==> config.mk <==
export PLATFORM = sky130hd
export DESIGN_NAME = json_byte_stream_tokenizer
export DESIGN_NICKNAME = d
export VERILOG_FILES = /design/src/rtl/core/jbst_pkg.sv /design/src/rtl/core/json_byte_stream_tokenizer.sv /design/src/rtl/core/jbst_front.sv /design/src/rtl/core/jbst_fifo.sv /design/src/rtl/core/jbst_back.sv
export SDC_FILE = /design/constraint.sdc
export NUM_CORES = 1
export LEC_CHECK = 0
export BUFFER_PORTS_ARGS = -buffer_cell sky130_fd_sc_hd__buf_2
export CORE_MARGIN = 5
export CORE_UTILIZATION = 47
export CTS_BUF_LIST = sky130_fd_sc_hd__clkbuf_2
export CTS_CLUSTER_SIZE = 10
export DETAILED_ROUTE_END_ITERATION = 12
export SLEW_MARGIN = 20
export SYNTH_ARGS = -nofsm -noshare
export SYNTH_HDL_FRONTEND = slang
export SYNTH_SLANG_ARGS = --single-unit
==> constraint.sdc <==
create_clock -name clk -period 10.94 [get_ports clk]
set_input_delay 2.188 -clock clk [delete_from_list [all_inputs] [get_ports clk]]
set_output_delay 2.188 -clock clk [all_outputs]
set_load 0.005 [all_outputs]
==> src/rtl/core/jbst_pkg.sv <==
// shared types, constants and tables for the json byte stream tokenizer
// no dependencies; used by every module in rtl/core

package jbst_pkg;

  // byte offsets saturate at 2^POS_BITS, so offsets need one extra bit
  localparam int POS_BITS = 24;
  localparam int POS_W    = POS_BITS + 1;

  typedef logic [POS_W-1:0] pos_t;

  localparam pos_t POS_MAX = pos_t'(1) << POS_BITS;

  // token kinds as they appear on the output
  typedef enum logic [3:0] {
    TK_LBRACE   = 4'd0,
    TK_RBRACE   = 4'd1,
    TK_LBRACKET = 4'd2,
    TK_RBRACKET = 4'd3,
    TK_COLON    = 4'd4,
    TK_COMMA    = 4'd5,
    TK_STRING   = 4'd6,
    TK_NUMBER   = 4'd7,
    TK_TRUE     = 4'd8,
    TK_FALSE    = 4'd9,
    TK_NULL     = 4'd10,
    TK_END      = 4'd11,
    TK_ERROR    = 4'd12
  } tok_kind_t;

  // one token, kind in the lowest bits
  typedef struct packed {
    pos_t      length;
    pos_t      start;
    tok_kind_t kind;
  } tok_t;

  localparam int TOK_W     = $bits(tok_t);
  localparam int TDATA_W   = ((TOK_W + 7) / 8) * 8;
  localparam int MAX_TOKS  = 3;

  // all tokens caused by one request, cnt is 1 to 3
  typedef struct packed {
    tok_t [MAX_TOKS-1:0] tok;
    logic [1:0]          cnt;
  } entry_t;

  // queue between front and back
  localparam int QDEPTH = 4;
  localparam int QA     = $clog2(QDEPTH);

  // literal selector
  typedef enum logic [1:0] {
    LIT_TRUE  = 2'd0,
    LIT_FALSE = 2'd1,
    LIT_NULL  = 2'd2,
    LIT_NONE  = 2'd3
  } lit_kind_t;

  // byte codes
  localparam logic [7:0] CH_LBRACE   = 8'h7B;
  localparam logic [7:0] CH_RBRACE   = 8'h7D;
  localparam logic [7:0] CH_LBRACKET = 8'h5B;
  localparam logic [7:0] CH_RBRACKET = 8'h5D;
  localparam logic [7:0] CH_COLON    = 8'h3A;
  localparam logic [7:0] CH_COMMA    = 8'h2C;
  localparam logic [7:0] CH_QUOTE    = 8'h22;
  localparam logic [7:0] CH_BSLASH   = 8'h5C;
  localparam logic [7:0] CH_LOW_E    = 8'h65;
  localparam logic [7:0] CH_UP_E     = 8'h45;
  localparam logic [7:0] CH_MINUS    = 8'h2D;
  localparam logic [7:0] CH_PLUS     = 8'h2B;
  localparam logic [7:0] CH_DOT      = 8'h2E;
  localparam logic [7:0] CH_LOW_T    = 8'h74;
  localparam logic [7:0] CH_LOW_F    = 8'h66;
  localparam logic [7:0] CH_LOW_N    = 8'h6E;
  localparam logic [7:0] CH_SPACE    = 8'h20;
  localparam logic [7:0] CH_TAB      = 8'h09;
  localparam logic [7:0] CH_CR       = 8'h0D;
  localparam logic [7:0] CH_LF       = 8'h0A;
  localparam logic [7:0] CH_ZERO     = 8'h30;
  localparam logic [7:0] CH_NINE     = 8'h39;

  // expected letter after the first one of a literal
  function automatic logic [7:0] lit_char(lit_kind_t k, logic [1:0] g);
    logic [7:0] c;
    c = 8'h00;
    case (k)
      LIT_TRUE: begin
        case (g)
          2'd0:    c = 8'h72;
          2'd1:    c = 8'h75;
          2'd2:    c = 8'h65;
          default: c = 8'h00;
        endcase
      end
      LIT_FALSE: begin
        case (g)
          2'd0:    c = 8'h61;
          2'd1:    c = 8'h6C;
          2'd2:    c = 8'h73;
          default: c = 8'h65;
        endcase
      end
      LIT_NULL: begin
        case (g)
          2'd0:    c = 8'h75;
          2'd1:    c = 8'h6C;
          2'd2:    c = 8'h6C;
          default: c = 8'h00;
        endcase
      end
      default: c = 8'h00;
    endcase
    return c;
  endfunction

  // progress count at which the literal is complete
  function automatic logic [1:0] lit_last(lit_kind_t k);
    logic [1:0] r;
    case (k)
      LIT_FALSE: r = 2'd3;
      default:   r = 2'd2;
    endcase
    return r;
  endfunction

  // token kind of a literal
  function automatic tok_kind_t lit_tok(lit_kind_t k);
    tok_kind_t r;
    case (k)
      LIT_TRUE:  r = TK_TRUE;
      LIT_FALSE: r = TK_FALSE;
      LIT_NULL:  r = TK_NULL;
      default:   r = TK_ERROR;
    endcase
    return r;
  endfunction

endpackage

==> src/rtl/core/json_byte_stream_tokenizer.sv <==
// top level of the json byte stream tokenizer
// depends on jbst_pkg, jbst_front, jbst_fifo and jbst_back
//
// Usage:
//   Input stream (s_*): one document byte per request. s_tdata[7:0] is the
//   byte, s_tuser flags it as present (0 for an end-only request), s_tlast
//   marks the final request of the document.
//   Output stream (m_*): one token per request, m_tdata packing kind, start
//   and length; m_tlast is high on the final token caused by one input request.
// Timing: the scan step writes a request's tokens into the queue at the edge
//   that takes the byte; the output register then loads them from the queue
//   head in order, one token per load.
// Throughput: one input byte per cycle while the queue has room; the output
//   side moves one token a cycle while m_tready is high, so a request that
//   causes two or three tokens holds the output for each of them in turn,
//   absorbed by the four-deep queue between the scanner and the output stage.
// Reset: clears the scan state, byte position, queue and output valid.
// Stall: while m_tready is low the output token holds; the scanner keeps
//   taking bytes until the queue fills, then s_tready drops.

module json_byte_stream_tokenizer (
  input  logic                         clk,
  input  logic                         rst,
  input  logic                         s_tvalid,
  output logic                         s_tready,
  input  logic [7:0]                   s_tdata,  // [7:0] text_byte
  input  logic                         s_tuser,  // [0] byte_present
  input  logic                         s_tlast,  // end_of_document
  output logic                         m_tvalid,
  input  logic                         m_tready,
  // [3:0] token_kind, [28:4] token_start, [53:29] token_length, rest zero
  output logic [jbst_pkg::TDATA_W-1:0] m_tdata,
  output logic                         m_tlast   // last_of_run
);

  logic             q_push, q_full, q_pop, q_head_valid;
  jbst_pkg::entry_t q_data, q_head;

  // scanner
  jbst_front u_front (
    .clk             (clk),
    .rst             (rst),
    .in_valid        (s_tvalid),
    .text_byte       (s_tdata),
    .byte_present    (s_tuser),
    .end_of_document (s_tlast),
    .in_ready        (s_tready),
    .q_full          (q_full),
    .q_push          (q_push),
    .q_data          (q_data)
  );

  // queue between scanner and output
  jbst_fifo u_fifo (
    .clk        (clk),
    .rst        (rst),
    .push       (q_push),
    .push_data  (q_data),
    .full       (q_full),
    .pop        (q_pop),
    .head_valid (q_head_valid),
    .head       (q_head)
  );

  // output stage
  jbst_back u_back (
    .clk        (clk),
    .rst        (rst),
    .head_valid (q_head_valid),
    .head       (q_head),
    .pop        (q_pop),
    .m_tvalid   (m_tvalid),
    .m_tready   (m_tready),
    .m_tdata    (m_tdata),
    .m_tlast    (m_tlast)
  );

endmodule

==> src/rtl/core/jbst_front.sv <==
// front part: scan state machine, classifies each byte and gathers its tokens
// depends on jbst_pkg

module jbst_front (
  input  logic                 clk,
  input  logic                 rst,
  input  logic                 in_valid,
  input  logic [7:0]           text_byte,
  input  logic                 byte_present,
  input  logic                 end_of_document,
  output logic                 in_ready,
  input  logic                 q_full,
  output logic                 q_push,
  output jbst_pkg::entry_t     q_data
);

  typedef enum logic [3:0] {
    PH_IDLE, PH_STR, PH_ESC, PH_LIT, PH_NSIGN, PH_NINT, PH_NDOT,
    PH_NFRAC, PH_NEXP, PH_NESIGN, PH_NEXPD, PH_ERROR
  } phase_t;

  phase_t              scan_phase, scan_phase_next;
  jbst_pkg::pos_t      byte_position, byte_position_next;
  jbst_pkg::pos_t      token_origin, token_origin_next;
  jbst_pkg::lit_kind_t literal_kind, literal_kind_next;
  logic [1:0]          literal_progress, literal_progress_next;
  logic                error_single_byte, error_single_byte_next;

  logic                accept;
  logic                is_dig, is_exp;
  jbst_pkg::pos_t      p, p_inc, endpos, rest;

  // tokens from the idle lexer on this byte
  logic                idle_emit;
  jbst_pkg::tok_kind_t idle_kind;
  phase_t              idle_phase;
  jbst_pkg::lit_kind_t idle_lit;
  logic                idle_err;

  // candidate tokens: two from the byte, two from the end of document
  jbst_pkg::tok_t      cand [4];
  logic [3:0]          cand_v;
  jbst_pkg::entry_t    ent;
  logic [1:0]          n;

  assign accept   = in_valid && in_ready;
  assign in_ready = !q_full;
  assign p        = byte_position;
  assign p_inc    = p + jbst_pkg::pos_t'(1);
  assign is_dig   = (text_byte >= jbst_pkg::CH_ZERO) && (text_byte <= jbst_pkg::CH_NINE);
  assign is_exp   = (text_byte == jbst_pkg::CH_LOW_E) || (text_byte == jbst_pkg::CH_UP_E);

  // classification of a byte between tokens
  always_comb begin
    idle_emit  = 1'b0;
    idle_kind  = jbst_pkg::TK_ERROR;
    idle_phase = PH_IDLE;
    idle_lit   = jbst_pkg::LIT_TRUE;
    idle_err   = 1'b0;
    case (text_byte)
      jbst_pkg::CH_SPACE, jbst_pkg::CH_TAB, jbst_pkg::CH_CR, jbst_pkg::CH_LF: begin
        idle_phase = PH_IDLE;
      end
      jbst_pkg::CH_LBRACE: begin
        idle_emit = 1'b1;
        idle_kind = jbst_pkg::TK_LBRACE;
      end
      jbst_pkg::CH_RBRACE: begin
        idle_emit = 1'b1;
        idle_kind = jbst_pkg::TK_RBRACE;
      end
      jbst_pkg::CH_LBRACKET: begin
        idle_emit = 1'b1;
        idle_kind = jbst_pkg::TK_LBRACKET;
      end
      jbst_pkg::CH_RBRACKET: begin
        idle_emit = 1'b1;
        idle_kind = jbst_pkg::TK_RBRACKET;
      end
      jbst_pkg::CH_COLON: begin
        idle_emit = 1'b1;
        idle_kind = jbst_pkg::TK_COLON;
      end
      jbst_pkg::CH_COMMA: begin
        idle_emit = 1'b1;
        idle_kind = jbst_pkg::TK_COMMA;
      end
      jbst_pkg::CH_QUOTE: idle_phase = PH_STR;
      jbst_pkg::CH_LOW_T: begin
        idle_phase = PH_LIT;
        idle_lit   = jbst_pkg::LIT_TRUE;
      end
      jbst_pkg::CH_LOW_F: begin
        idle_phase = PH_LIT;
        idle_lit   = jbst_pkg::LIT_FALSE;
      end
      jbst_pkg::CH_LOW_N: begin
        idle_phase = PH_LIT;
        idle_lit   = jbst_pkg::LIT_NULL;
      end
      jbst_pkg::CH_MINUS: idle_phase = PH_NSIGN;
      default: begin
        if (is_dig) begin
          idle_phase = PH_NINT;
        end else begin
          idle_phase = PH_ERROR;
          idle_err   = 1'b1;
        end
      end
    endcase
  end

  // next scan state and the tokens of this request
  always_comb begin
    scan_phase_next        = scan_phase;
    byte_position_next     = byte_position;
    token_origin_next      = token_origin;
    literal_kind_next      = literal_kind;
    literal_progress_next  = literal_progress;
    error_single_byte_next = error_single_byte;
    for (int i = 0; i < 4; i++) begin
      cand[i] = '0;
    end
    cand_v = '0;
    endpos = byte_position;
    rest   = '0;

    if (byte_present) begin
      case (scan_phase)
        PH_IDLE: begin
          cand_v[0]          = idle_emit;
          cand[0].kind       = idle_kind;
          cand[0].start      = p;
          cand[0].length     = jbst_pkg::pos_t'(1);
          scan_phase_next    = idle_phase;
          if (idle_phase != PH_IDLE) begin
            token_origin_next = p;
          end
          if (idle_phase == PH_LIT) begin
            literal_kind_next     = idle_lit;
            literal_progress_next = 2'd0;
          end
          if (idle_err) begin
            error_single_byte_next = 1'b1;
          end
        end
        PH_STR: begin
          if (text_byte == jbst_pkg::CH_BSLASH) begin
            scan_phase_next = PH_ESC;
          end else if (text_byte == jbst_pkg::CH_QUOTE) begin
            cand_v[0]       = 1'b1;
            cand[0].kind    = jbst_pkg::TK_STRING;
            cand[0].start   = token_origin;
            cand[0].length  = p_inc - token_origin;
            scan_phase_next = PH_IDLE;
          end
        end
        PH_ESC: scan_phase_next = PH_STR;
        PH_LIT: begin
          if (text_byte == jbst_pkg::lit_char(literal_kind, literal_progress)) begin
            if (literal_progress >= jbst_pkg::lit_last(literal_kind)) begin
              cand_v[0]       = 1'b1;
              cand[0].kind    = jbst_pkg::lit_tok(literal_kind);
              cand[0].start   = token_origin;
              cand[0].length  = p_inc - token_origin;
              scan_phase_next = PH_IDLE;
            end else begin
              literal_progress_next = literal_progress + 2'd1;
            end
          end else begin
            scan_phase_next        = PH_ERROR;
            error_single_byte_next = 1'b0;
          end
        end
        PH_NSIGN, PH_NDOT, PH_NESIGN, PH_NEXP: begin
          if (is_dig) begin
            case (scan_phase)
              PH_NSIGN: scan_phase_next = PH_NINT;
              PH_NDOT:  scan_phase_next = PH_NFRAC;
              default:  scan_phase_next = PH_NEXPD;
            endcase
          end else if ((scan_phase == PH_NEXP) &&
                       ((text_byte == jbst_pkg::CH_PLUS) ||
                        (text_byte == jbst_pkg::CH_MINUS))) begin
            scan_phase_next = PH_NESIGN;
          end else begin
            scan_phase_next        = PH_ERROR;
            error_single_byte_next = 1'b0;
          end
        end
        PH_NINT, PH_NFRAC, PH_NEXPD: begin
          if (is_dig) begin
            scan_phase_next = scan_phase;
          end else if ((scan_phase == PH_NINT) && (text_byte == jbst_pkg::CH_DOT)) begin
            scan_phase_next = PH_NDOT;
          end else if ((scan_phase != PH_NEXPD) && is_exp) begin
            scan_phase_next = PH_NEXP;
          end else begin
            // number closes, the byte is lexed afresh
            cand_v[0]       = 1'b1;
            cand[0].kind    = jbst_pkg::TK_NUMBER;
            cand[0].start   = token_origin;
            cand[0].length  = p - token_origin;
            cand_v[1]       = idle_emit;
            cand[1].kind    = idle_kind;
            cand[1].start   = p;
            cand[1].length  = jbst_pkg::pos_t'(1);
            scan_phase_next = idle_phase;
            if (idle_phase != PH_IDLE) begin
              token_origin_next = p;
            end
            if (idle_phase == PH_LIT) begin
              literal_kind_next     = idle_lit;
              literal_progress_next = 2'd0;
            end
            if (idle_err) begin
              error_single_byte_next = 1'b1;
            end
          end
        end
        default: scan_phase_next = scan_phase;
      endcase
      byte_position_next = (p < jbst_pkg::POS_MAX) ? p_inc : jbst_pkg::POS_MAX;
    end

    // end of document: flush pending token, then end token, then restart
    if (end_of_document) begin
      endpos = byte_position_next;
      rest   = endpos - token_origin_next;
      cand[2].start  = token_origin_next;
      cand[2].length = rest;
      case (scan_phase_next)
        PH_IDLE: cand_v[2] = 1'b0;
        PH_NINT, PH_NFRAC, PH_NEXPD: begin
          cand_v[2]    = 1'b1;
          cand[2].kind = jbst_pkg::TK_NUMBER;
        end
        PH_ERROR: begin
          cand_v[2]    = 1'b1;
          cand[2].kind = jbst_pkg::TK_ERROR;
          if (error_single_byte_next) begin
            cand[2].length = jbst_pkg::pos_t'(1);
          end
        end
        default: begin
          cand_v[2]    = 1'b1;
          cand[2].kind = jbst_pkg::TK_ERROR;
        end
      endcase
      cand_v[3]              = 1'b1;
      cand[3].kind           = jbst_pkg::TK_END;
      cand[3].start          = endpos;
      cand[3].length         = '0;
      scan_phase_next        = PH_IDLE;
      byte_position_next     = '0;
      token_origin_next      = '0;
      literal_kind_next      = jbst_pkg::LIT_TRUE;
      literal_progress_next  = 2'd0;
      error_single_byte_next = 1'b0;
    end
  end

  // pack the valid candidates into one queue entry
  always_comb begin
    ent = '0;
    n   = 2'd0;
    for (int i = 0; i < 4; i++) begin
      if (cand_v[i] && (n < 2'd3)) begin
        ent.tok[n] = cand[i];
        n          = n + 2'd1;
      end
    end
    ent.cnt = n;
  end

  assign q_push = accept && (n != 2'd0);
  assign q_data = ent;

  // scan state
  always_ff @(posedge clk) begin
    if (rst) begin
      scan_phase        <= PH_IDLE;
      byte_position     <= '0;
      token_origin      <= '0;
      literal_kind      <= jbst_pkg::LIT_TRUE;
      literal_progress  <= 2'd0;
      error_single_byte <= 1'b0;
    end else if (accept && (byte_present || end_of_document)) begin
      scan_phase        <= scan_phase_next;
      byte_position     <= byte_position_next;
      token_origin      <= token_origin_next;
      literal_kind      <= literal_kind_next;
      literal_progress  <= literal_progress_next;
      error_single_byte <= error_single_byte_next;
    end
  end

endmodule

==> src/rtl/core/jbst_fifo.sv <==
// short queue of token groups between front and back
// depends on jbst_pkg

module jbst_fifo (
  input  logic             clk,
  input  logic             rst,
  input  logic             push,
  input  jbst_pkg::entry_t push_data,
  output logic             full,
  input  logic             pop,
  output logic             head_valid,
  output jbst_pkg::entry_t head
);

  jbst_pkg::entry_t               slots [jbst_pkg::QDEPTH];
  logic [jbst_pkg::QA-1:0]        wr_ptr, rd_ptr;
  logic [jbst_pkg::QA:0]          count;

  assign full       = (count == (jbst_pkg::QA+1)'(jbst_pkg::QDEPTH));
  assign head_valid = (count != '0);
  assign head       = slots[rd_ptr];

  // storage
  always_ff @(posedge clk) begin
    if (push) begin
      slots[wr_ptr] <= push_data;
    end
  end

  // pointers and fill count
  always_ff @(posedge clk) begin
    if (rst) begin
      wr_ptr <= '0;
      rd_ptr <= '0;
      count  <= '0;
    end else begin
      if (push) begin
        wr_ptr <= wr_ptr + 1'b1;
      end
      if (pop) begin
        rd_ptr <= rd_ptr + 1'b1;
      end
      case ({push, pop})
        2'b10:   count <= count + 1'b1;
        2'b01:   count <= count - 1'b1;
        default: count <= count;
      endcase
    end
  end

endmodule

==> src/rtl/core/jbst_back.sv <==
// back part: serialises queued token groups onto the output register
// depends on jbst_pkg

module jbst_back (
  input  logic                         clk,
  input  logic                         rst,
  input  logic                         head_valid,
  input  jbst_pkg::entry_t             head,
  output logic                         pop,
  output logic                         m_tvalid,
  input  logic                         m_tready,
  output logic [jbst_pkg::TDATA_W-1:0] m_tdata,
  output logic                         m_tlast
);

  logic [1:0] idx;
  logic       load, grp_last;

  assign load     = head_valid && (!m_tvalid || m_tready);
  assign grp_last = (idx == (head.cnt - 2'd1));
  assign pop      = load && grp_last;

  // output register, one token per cycle while the queue has a group and m_tready allows
  always_ff @(posedge clk) begin
    if (rst) begin
      m_tvalid <= 1'b0;
      m_tlast  <= 1'b0;
      idx      <= 2'd0;
    end else begin
      if (load) begin
        m_tvalid <= 1'b1;
        m_tlast  <= grp_last;
        idx      <= grp_last ? 2'd0 : idx + 2'd1;
      end else if (m_tready) begin
        m_tvalid <= 1'b0;
      end
    end
  end

  // payload needs no reset
  always_ff @(posedge clk) begin
    if (load) begin
      m_tdata <= jbst_pkg::TDATA_W'(head.tok[idx]);
    end
  end

endmodule
==> Word level (Yosys, flattened, before mapping) <==
Memories as Yosys holds them, arrays and structs flattened. A register that Yosys moved wholly into a read port is not among the register bits.
Cells that the tools add are included.
{ "op_classes": {"mux": 120, "n_reduce_logical": 43, "n_eq_ne": 50, "order_cmp": 14, "addsub": 14} }
{ "ops": {"columns": ["op", "count"], "rows": [
  ["2-to-1 mux 108 bit", 5],
  ["2-to-1 mux 54 bit", 10],
  ["bitwise mux 162 bit", 3],
  ["2-to-1 mux 162 bit", 3],
  ["demux 54 bit (select 2 bit)", 3],
  ["2-to-1 mux 25 bit", 11],
  ["one-hot mux 54 bit (4 select lines)", 1],
  ["binary-select mux 54 bit (select 2 bit)", 1],
  ["== test 8 x 7 -> 1 bit (second input constant)", 10],
  ["subtractor 25 bit", 3],
  ["2-to-1 mux 2 bit", 29],
  ["== test 8 x 6 -> 1 bit (second input constant)", 7],
  ["one-hot mux 25 bit (2 select lines)", 1],
  ["one-hot mux 4 bit (6 select lines)", 2],
  ["2-to-1 mux 4 bit", 11],
  ["adder 25 x 1 -> 25 bit (second input constant)", 1],
  ["less-than comparator 25 bit (second input constant)", 1],
  ["== test 4 x 3 -> 1 bit (second input constant)", 6],
  ["== test 8 x 4 -> 1 bit (second input constant)", 3],
  ["2-to-1 mux 1 bit", 24],
  ["one-hot mux 8 bit (3 select lines)", 1],
  ["one-hot mux 7 bit (3 select lines)", 1],
  ["== test 4 bit (second input constant)", 5],
  ["2-to-1 mux 8 bit", 2],
  ["49 further kinds", 97]
]} }
{ "word_totals": {"inputBits": 14, "mem_count": 1, "ramBits": 656, "register_bits": 124, "out_inout_bits": 59} }
{ "mem_list": {"columns": ["name", "depth", "width", "read_ports", "rd_ports_with_merged_regs", "wr", "line", "source"], "rows": [
  ["u_fifo.slots", 4, 164, 1, 1, 1, "jbst_fifo.sv:15", "jbst_pkg::entry_t slots [jbst_pkg::QDEPTH];"]
]} }

==> Logic depth before layout (Yosys ltp) <==
Gate-level depths: netlist of the first run.
{ "logic_depth": {"word_depth": 29, "mapped_depth": 32} }

==> By module <==
Synthesis of the first run repeated with hierarchy kept, for this count alone.
{ "unflattened": {"cells_unflattened": 2763, "area_unflattened_um2": 37741.2} }
{ "modules_own_cells": {"columns": ["mod", "n_inst", "cells_per_inst", "area_each_um2", "seq_area_each_um2"], "rows": [
  ["jbst_fifo", 1, 899, 24083.1, 19879.1],
  ["jbst_front", 1, 1601, 10618.9, 1181.1],
  ["jbst_back", 1, 263, 3039.2, 1701.6]
]} }

==> Worst setup path after synthesis of the first run <==
Ideal clock, no wire load.
{ "synth_path": {"kind": "input -> register", "from": "input s_tdata[6]", "to": "memory u_fifo.slots[1][0] (netlist name), enable pin", "n_path_buf": 7, "stages": 24, "required_time_ns": 10.397, "arrival_time_ns": 10.856, "slack_ns": -0.459, "setup_time_ns": 0.543, "path_cell_list": "buf_2 -> or4b_4 -> or4_4 -> nand2_1 -> nor2b_1 -> clkbuf_1 -> nor2_1 -> nand2b_1 -> buf_2 -> o21a_1 -> buf_2 -> clkbuf_1 -> ha_1 -> a21boi_1 -> o311ai_4 -> buf_2 -> o21ai_1 -> inv_1 -> ha_1 -> nor2_1 -> clkbuf_1 -> o311ai_0 -> mux2i_4 -> and2_1"} }
{ "synth_via": {"elab_chain_cells": 22} }
{ "synth_rtl": {"columns": ["item", "line", "source"], "rows": [
  ["start, declared", "json_byte_stream_tokenizer.sv:26", "input logic [7:0] s_tdata,"],
  ["branches (longest 14 deep; another with greater-or-equal comparator 8 x 6 -> 1 bit)", null, null],
  ["2-to-1 mux 2 bit (*)", "jbst_front.sv:268", "if (cand_v[i] && (n < 2'd3)) begin"],
  ["less-than comparator 2 bit", "jbst_front.sv:268", null],
  ["logical AND 1 bit", "jbst_front.sv:268", null],
  ["2-to-1 mux 2 bit (*)", "jbst_front.sv:268", null],
  ["nonzero test 2 bit (*)", "jbst_front.sv:276", "assign q_push = accept && (n != 2'd0);"],
  ["logical AND 1 bit (*)", "jbst_front.sv:276", null],
  ["2-to-1 mux 1 bit (*)", "jbst_fifo.sv:25", "if (push) begin"],
  ["2-to-1 mux 1 bit (implied by the code) (*)", "jbst_fifo.sv:26", "slots[wr_ptr] <= push_data;"],
  ["end, declared", "jbst_fifo.sv:15", null]
]} }
Every way passes the cells marked *.

==> results of run 1 <==
cells in the mapped netlist, drive strengths merged (5+ instances only):
master	n
o211ai	8
inv	88
or2	6
nand2b	9
mux4	163
a211oi	11
o22ai	29
o22a	5
nor2b	16
o31ai	23
nor4	11
xor2	42
nand3	58
o21ai	163
a21o	42
clkbuf	124
mux2i	63
nor3b	6
a31oi	23
nand3b	10
a21boi	7
ha	93
nor2	220
o221ai	10
xnor2	54
edfxtp	706
mux2	18
o21bai	10
and3	16
o21a	22
buf	60
or3	6
or4	6
nand4	21
dfxtp	72
a22oi	99
nand2	221
and2	23
nor3	29
a21oi	97
a221oi	15
o32ai	7
power by group:
group	switching, µW	internal, µW	leakage, µW
sequential	106	3560	0.00707
combinational	739	530	0.00503
clock	1130	773	0.00128
kinds of logic after synthesis:
logic type	Yosys count	share of synthesized area
flops	778	0.604
simple gates	677	0.0833
compound gates	611	0.108
buf+inv	275	0.0288
mux	244	0.120
fa+ha+maj	97	0.0332
xor+xnor	96	0.0224
other cells	1	0.000100
per-layer routing:
metal | part of all wire | up-vias | GRT usage
met3 | 0.090 | 179 | 0.0591
met1 | 0.44 | 12708 | 0.373
met5 | 0 | - | 0
met4 | 0.025 | 0 | 0.0675
li1 | - | 11129 | -
met2 | 0.44 | 1194 | 0.367
layout make-up:
type | count | share of cell area
Sequential cell | 778 | 0.556
Multi-Input combinational cell | 1727 | 0.340
Clock buffer | 265 | 0.0326
Tap cell | 1050 | 0.0323
Timing Repair Buffer | 124 | 0.0207
Clock inverter | 55 | 0.00937
Inverter | 91 | 0.00839
Antenna cell | 2 | 0.000123
state kept, by name, indices dropped and copies added, names as in the netlist, 3 cells and up, named ones only:
name,count
u_fifo.slots,652
u_back.m_tdata,54
u_front.byte_position,25
u_front.token_origin,25
u_front.scan_phase,4
u_fifo.count,3
how the worst min path moves through the flow:
| stage | startpoint | end | slack (ns) | cells after the start |
|---|---|---|---|---|
| after detailed placement | u_back.m_tvalid | u_back.m_tvalid | 0.47 | 2 |
| after global routing | u_back.m_tvalid | u_back.m_tvalid | 0.54 | 2 |
| after floorplan | u_back.m_tvalid | u_back.m_tvalid | 0.46 | 2 |
| final | u_back.m_tvalid | u_back.m_tvalid | 0.48 | 2 |
| after global placement | u_back.m_tvalid | u_back.m_tvalid | 0.45 | 2 |
| after CTS | u_back.m_tvalid | u_back.m_tvalid | 0.48 | 2 |
metrics by stage:
step	util	setup WS, ns
2_1_floorplan	-	1.36
3_3_place_gp	0.494	1.72
3_5_place_dp	0.494	1.64
4_1_cts	0.515	3.11
5_1_grt	0.516	2.50
6_report	0.516	2.75
worst max-delay path, cell delays in order:
cell      delay, ns
buf_2          0.26
nand2b_1       0.22
nor4_1         0.10
o21ai_0        0.32
nor2b_1        0.75
nor2_1         0.19
nand2b_1       0.13
buf_4          0.34
o21a_1         0.16
buf_4          0.29
ha_1           0.35
a21boi_1       0.29
o311ai_4       0.14
buf_4          0.28
o21ai_1        0.23
inv_1          0.11
ha_1           0.24
nor2_1         0.53
nand2_1        0.66
nand3_1        0.88
o22a_1         0.24
o21ai_0        0.18
==> impl_metrics.csv, run 1 <==
group,metric,value,unit
synth,ys_seq_elements,778,
cells_and_area,final_cell_area,0.0407,mm²
clock_tree,clk_latency,1.35,ns
pwr,pwr_density_cell,168,mW/mm²
worst_setup_path,reg2reg_from,"u_front.literal_progress[0]",
floorplan,die_h,292,µm
worst_setup_path,timing.reg2reg.setup_slack,3.03,ns
sta,setup_violations,0,
cells_and_area,mostFrequentLayoutCells,"edfxtp_1 (706), clkbuf_2 (265), nand2_1 (221), nor2_1 (218), mux4_2 (163)",
clock_tree,cts_resized,0,
drt,ant_nets,0,
clock_tree,clockRootBuffer,"clkbuf_2",
sta,fin_crit,8.19,ns
place,dp_hpwl,72500,µm
drt,drc,0,
place,gp_congestion,1.00,
drt,first_pass_iters,6,
synth,synth_flop_cell,"edfxtp_1",
min_path,hold_class,"flip-flop to flip-flop",
pwr,peakVddDrop,0.101,mV
sta,slew_headroom,0.212,
global_routing,overflow,0,
clock_tree,clk_pin_slew,0.09,ns
sta,worst_slew_pin_slew,1.18,ns
sta,slew_viol_final,0,
worst_setup_path,crit_arrival,9.13,ns
clock_tree,ctsHoldBuffers,0,
drt,vias,25210,
sta,worst_hold_slack,0.483,ns
cells_and_area,final_common_cell,"edfxtp_1",
worst_setup_path,path_max_fanout,33,
flow_run,drv_cap,0,
sta,final-hold-violation-count,0,
floorplan,core,0.0790,mm²
synth,yosys-top-cells-area,"edfxtp_1 (57%), mux4_2 (9.8%), dfxtp_1 (3.8%)",
global_routing,grt_max_degree,76,
floorplan,start_util,0.475,
worst_setup_path,timing.rr.end,"u_fifo.slots[1][29]",
clock_tree,h-tree-depth,4,
floorplan,num_rows,103,
worst_setup_path,crit_start,"s_tdata[1]",
sta,finalCritPeriodShare,0.748,
run_status,status,"complete, no violations",
floorplan,io_pins,73,
global_routing,antenna_found_initial,3,
drt,routed_wl,108000,µm
sta,skew,0.0897,ns
worst_setup_path,r2r_cells,24,
global_routing,grt_pass1_vias,24602,
clock_tree,clock_path_buffers,3,
pwr,leakage,0.0134,µW
sta,rsz0062_at_grt,"false",
sta,finalSetupTns,0,ns
cells_and_area,multi_input_area,0.0139,mm²
sta,fmax,122,MHz
worst_setup_path,end_kind,"flip-flop",
floorplan,fp.dieArea,0.0856,mm²
floorplan,dieWidth,292,µm
cells_and_area,area.growth.synth_to_final,8.59,%
worst_setup_path,critical_path.endpoint,"u_fifo.slots[1][29]",
place,port_buffers,70,
synth,yosysSeqAreaShare,0.604,
synth,async_reset_ff_frac,0,
clock_tree,cts_sinks,778,
cells_and_area,nFillCells,6859,
cells_and_area,drive_above_1_share,0.211,
synth,synth_edf_count,706,
global_routing,grt_pass1_wl,161000,µm
cells_and_area,fin_nets,3014,
place,placed_cells,3770,
worst_setup_path,critPathKind,"primary input to flip-flop",
clock_tree,postCtsSetupRepairBufs,0,
synth,ys_warn_count,0,
synth,avgSynthCellArea,13.5,µm²
worst_setup_path,cp-start-kind,"primary input",
drt,wire_per_inst,26.4,µm
pwr,power,6840,µW
cells_and_area,finalNonFillerCells,4092,
place,place_area,0.0390,mm²
worst_setup_path,crit_required,11.88,ns
synth,synth_cells,2779,
clock_tree,cts_buffers,181,
global_routing,grtUsageTotal,0.249,
clock_tree,cts_tree,"built",
synth,synth_top_area_frac,0.565,
cells_and_area,seq_area,0.0227,mm²
synth,yosysUniqueCellTypes,93,
synth,yosys.area.top_type,"edfxtp_1",
drt,drt-initial-drc-count,3119,
synth,synth_area,0.0375,mm²
drt,via_per_inst,6.16,
No activity file was read; power rests on OpenSTA's default activity.
==> run 2, diff against run 1 <==
Clock period 10.94 ns to 8.1 ns, I/O delays scaled along.
==> run 2 against run 1 <==
Against the previous run: via count increased by 0.62%; utilization increased by 0.42 points; worst hold slack got worse by 0.014 ns; sequential power increased by 35%; non-clock buffer count increased by 27; count of clock-buffer cells in the layout increased by 3; register-to-register slack got worse by 1.7 ns.
==> impl_metrics.csv, run 2 (synthesized netlist as in run 1, its figures left out) <==
group,metric,value,unit
floorplan,core,0.0790,mm²
worst_setup_path,critPathSlowestCell,"nand2_1",
cells_and_area,largest_reg_flops,652,
floorplan,dieWidth,292,µm
place,port_buffers,70,
floorplan,die_h,292,µm
sta,worst_hold_slack,0.469,ns
cells_and_area,area.growth.synth_to_final,9.48,%
worst_setup_path,crit_chain,"inv_1 -> ha_1 -> mux2_2 -> o21ai_0 -> xor2_1 -> nand4_1 -> nor4_1 -> buf_4 -> nand2b_1 -> o21a_1 -> ha_1 -> a21boi_2 -> o311ai_4 -> o21ai_1 -> inv_1 -> ha_1 -> nor2_1 -> nand2_1 -> nand3_2 -> buf_4 -> o22a_1 -> o21ai_0",
cells_and_area,drive_above_1_share,0.220,
cells_and_area,mostFrequentLayoutCells,"edfxtp_1 (706), clkbuf_2 (268), nand2_1 (221), nor2_1 (218), mux4_2 (163)",
sta,rsz0062_at_grt,"false",
drt,via_per_inst,6.15,
cells_and_area,nFillCells,6756,
cells_and_area,largest-register,"u_fifo.slots",
clock_tree,ctsHoldBuffers,0,
drt,drt-initial-drc-count,2802,
worst_setup_path,crit_arrival,7.72,ns
sta,setup_violations,0,
place,place_area,0.0393,mm²
worst_setup_path,cpMostUsedCell,"ha_1",
global_routing,grt_pass1_wl,161000,µm
sta,skew,0.103,ns
clock_tree,clk_latency,1.40,ns
global_routing,grt_pass1_vias,25098,
drt,wire_per_inst,26.1,µm
global_routing,overflow,0,
global_routing,grtUsageTotal,0.249,
clock_tree,cts_tree,"built",
min_path,hold_class,"flip-flop to flip-flop",
clock_tree,cts_resized,0,
worst_setup_path,crit_start,"u_front.literal_progress[0]",
floorplan,start_util,0.475,
worst_setup_path,slowest_delay,0.62,ns
sta,fmax,149,MHz
worst_setup_path,cp-start-kind,"flip-flop",
worst_setup_path,end_kind,"flip-flop",
cells_and_area,fin_nets,3047,
sta,finalCritPeriodShare,0.831,
clock_tree,clockRootBuffer,"clkbuf_2",
clock_tree,cts_buffers,187,
sta,finalSetupTns,0,ns
clock_tree,h-tree-depth,4,
cells_and_area,final_common_cell,"edfxtp_1",
sta,slew_viol_final,0,
sta,fin_crit,6.73,ns
worst_setup_path,critPathKind,"flip-flop to flip-flop",
cells_and_area,final_cell_area,0.0411,mm²
worst_setup_path,reg2reg_from,"u_front.literal_progress[0]",
drt,routed_wl,108000,µm
pwr,leakage,0.0136,µW
drt,ant_nets,0,
floorplan,num_rows,103,
drt,vias,25367,
pwr,peakVddDrop,0.167,mV
place,gp_congestion,0.965,
clock_tree,cts_sinks,778,
drt,first_pass_iters,7,
sta,worst_slew_pin_slew,1.07,ns
pwr,pwr_density_cell,226,mW/mm²
sta,final-hold-violation-count,0,
worst_setup_path,path_max_fanout,13,
drt,drc,0,
min_path,worstHoldStart,"u_back.m_tvalid",
floorplan,fp.dieArea,0.0856,mm²
clock_tree,clock_path_buffers,3,
global_routing,grt_max_degree,95,
floorplan,io_pins,73,
worst_setup_path,crit_required,9.10,ns
cells_and_area,seq_area,0.0227,mm²
global_routing,antenna_found_initial,4,
cells_and_area,multi_input_area,0.0139,mm²
clock_tree,clk_pin_slew,0.10,ns
sta,slew_headroom,0.283,
clock_tree,postCtsSetupRepairBufs,0,
flow_run,drv_cap,0,
run_status,status,"complete, no violations",
place,dp_hpwl,72600,µm
cells_and_area,reg_top3,"u_fifo.slots x652, u_back.m_tdata x54",
[run 2: layout make-up]
cell class,instances,area share
Clock buffer,268,0.0327
Timing Repair Buffer,151,0.0279
Antenna cell,2,0.000122
Tap cell,1050,0.0320
Multi-Input combinational cell,1727,0.338
Sequential cell,778,0.552
Inverter,91,0.00832
Clock inverter,61,0.00963
[run 2: report_power, final]
group / switching [µW] / total, µW / internal, µW
sequential: 145 / 4950 / 4810
combinational: 1020 / 1760 / 739
clock: 1560 / 2570 / 1010
total: 2720 / 9280 / 6560
[run 2: routing by layer]
metal,part of all wire,global-route usage
met1,0.44,0.360
met2,0.45,0.372
met3,0.085,0.0640
met4,0.028,0.0795
met5,0.00012,0
[run 2: path summary, 6_finish.rpt]
| check | endpoint | slack (ns) | cells past startpoint |
|---|---|---|---|
| min | u_back.m_tvalid | 0.47 | 2 |
| max reg2reg | u_fifo.slots[1][7] | 1.37 | 22 |
| min reg2reg | u_back.m_tvalid | 0.47 | 2 |
| max | u_fifo.slots[1][7] | 1.37 | 22 |
[run 2: worst max-delay path, delay by kind of cell, from the launching register on]
family	cells	cell delay, ns
AOI/OAI and AO/OA	7	1.34
xor gates and xnor gates	1	0.18
adders and majority gates	3	0.98
buffers and inverters	4	0.72
DFF	1	0.44
muxes	1	0.29
and+or+nand+nor	6	2.41
[run 2: stage by stage]
step                utilization  setup slack (ns)  std cells  total power, µW
global placement          0.498             0.624       3797             6820
global route              0.520              1.04       4128             9780
finish                    0.520              1.37       4128             9280
detailed placement        0.498             0.543       3797             6850
floorplan                     -            0.0784       2780             6150
CTS                       0.520              1.63       4126             9420
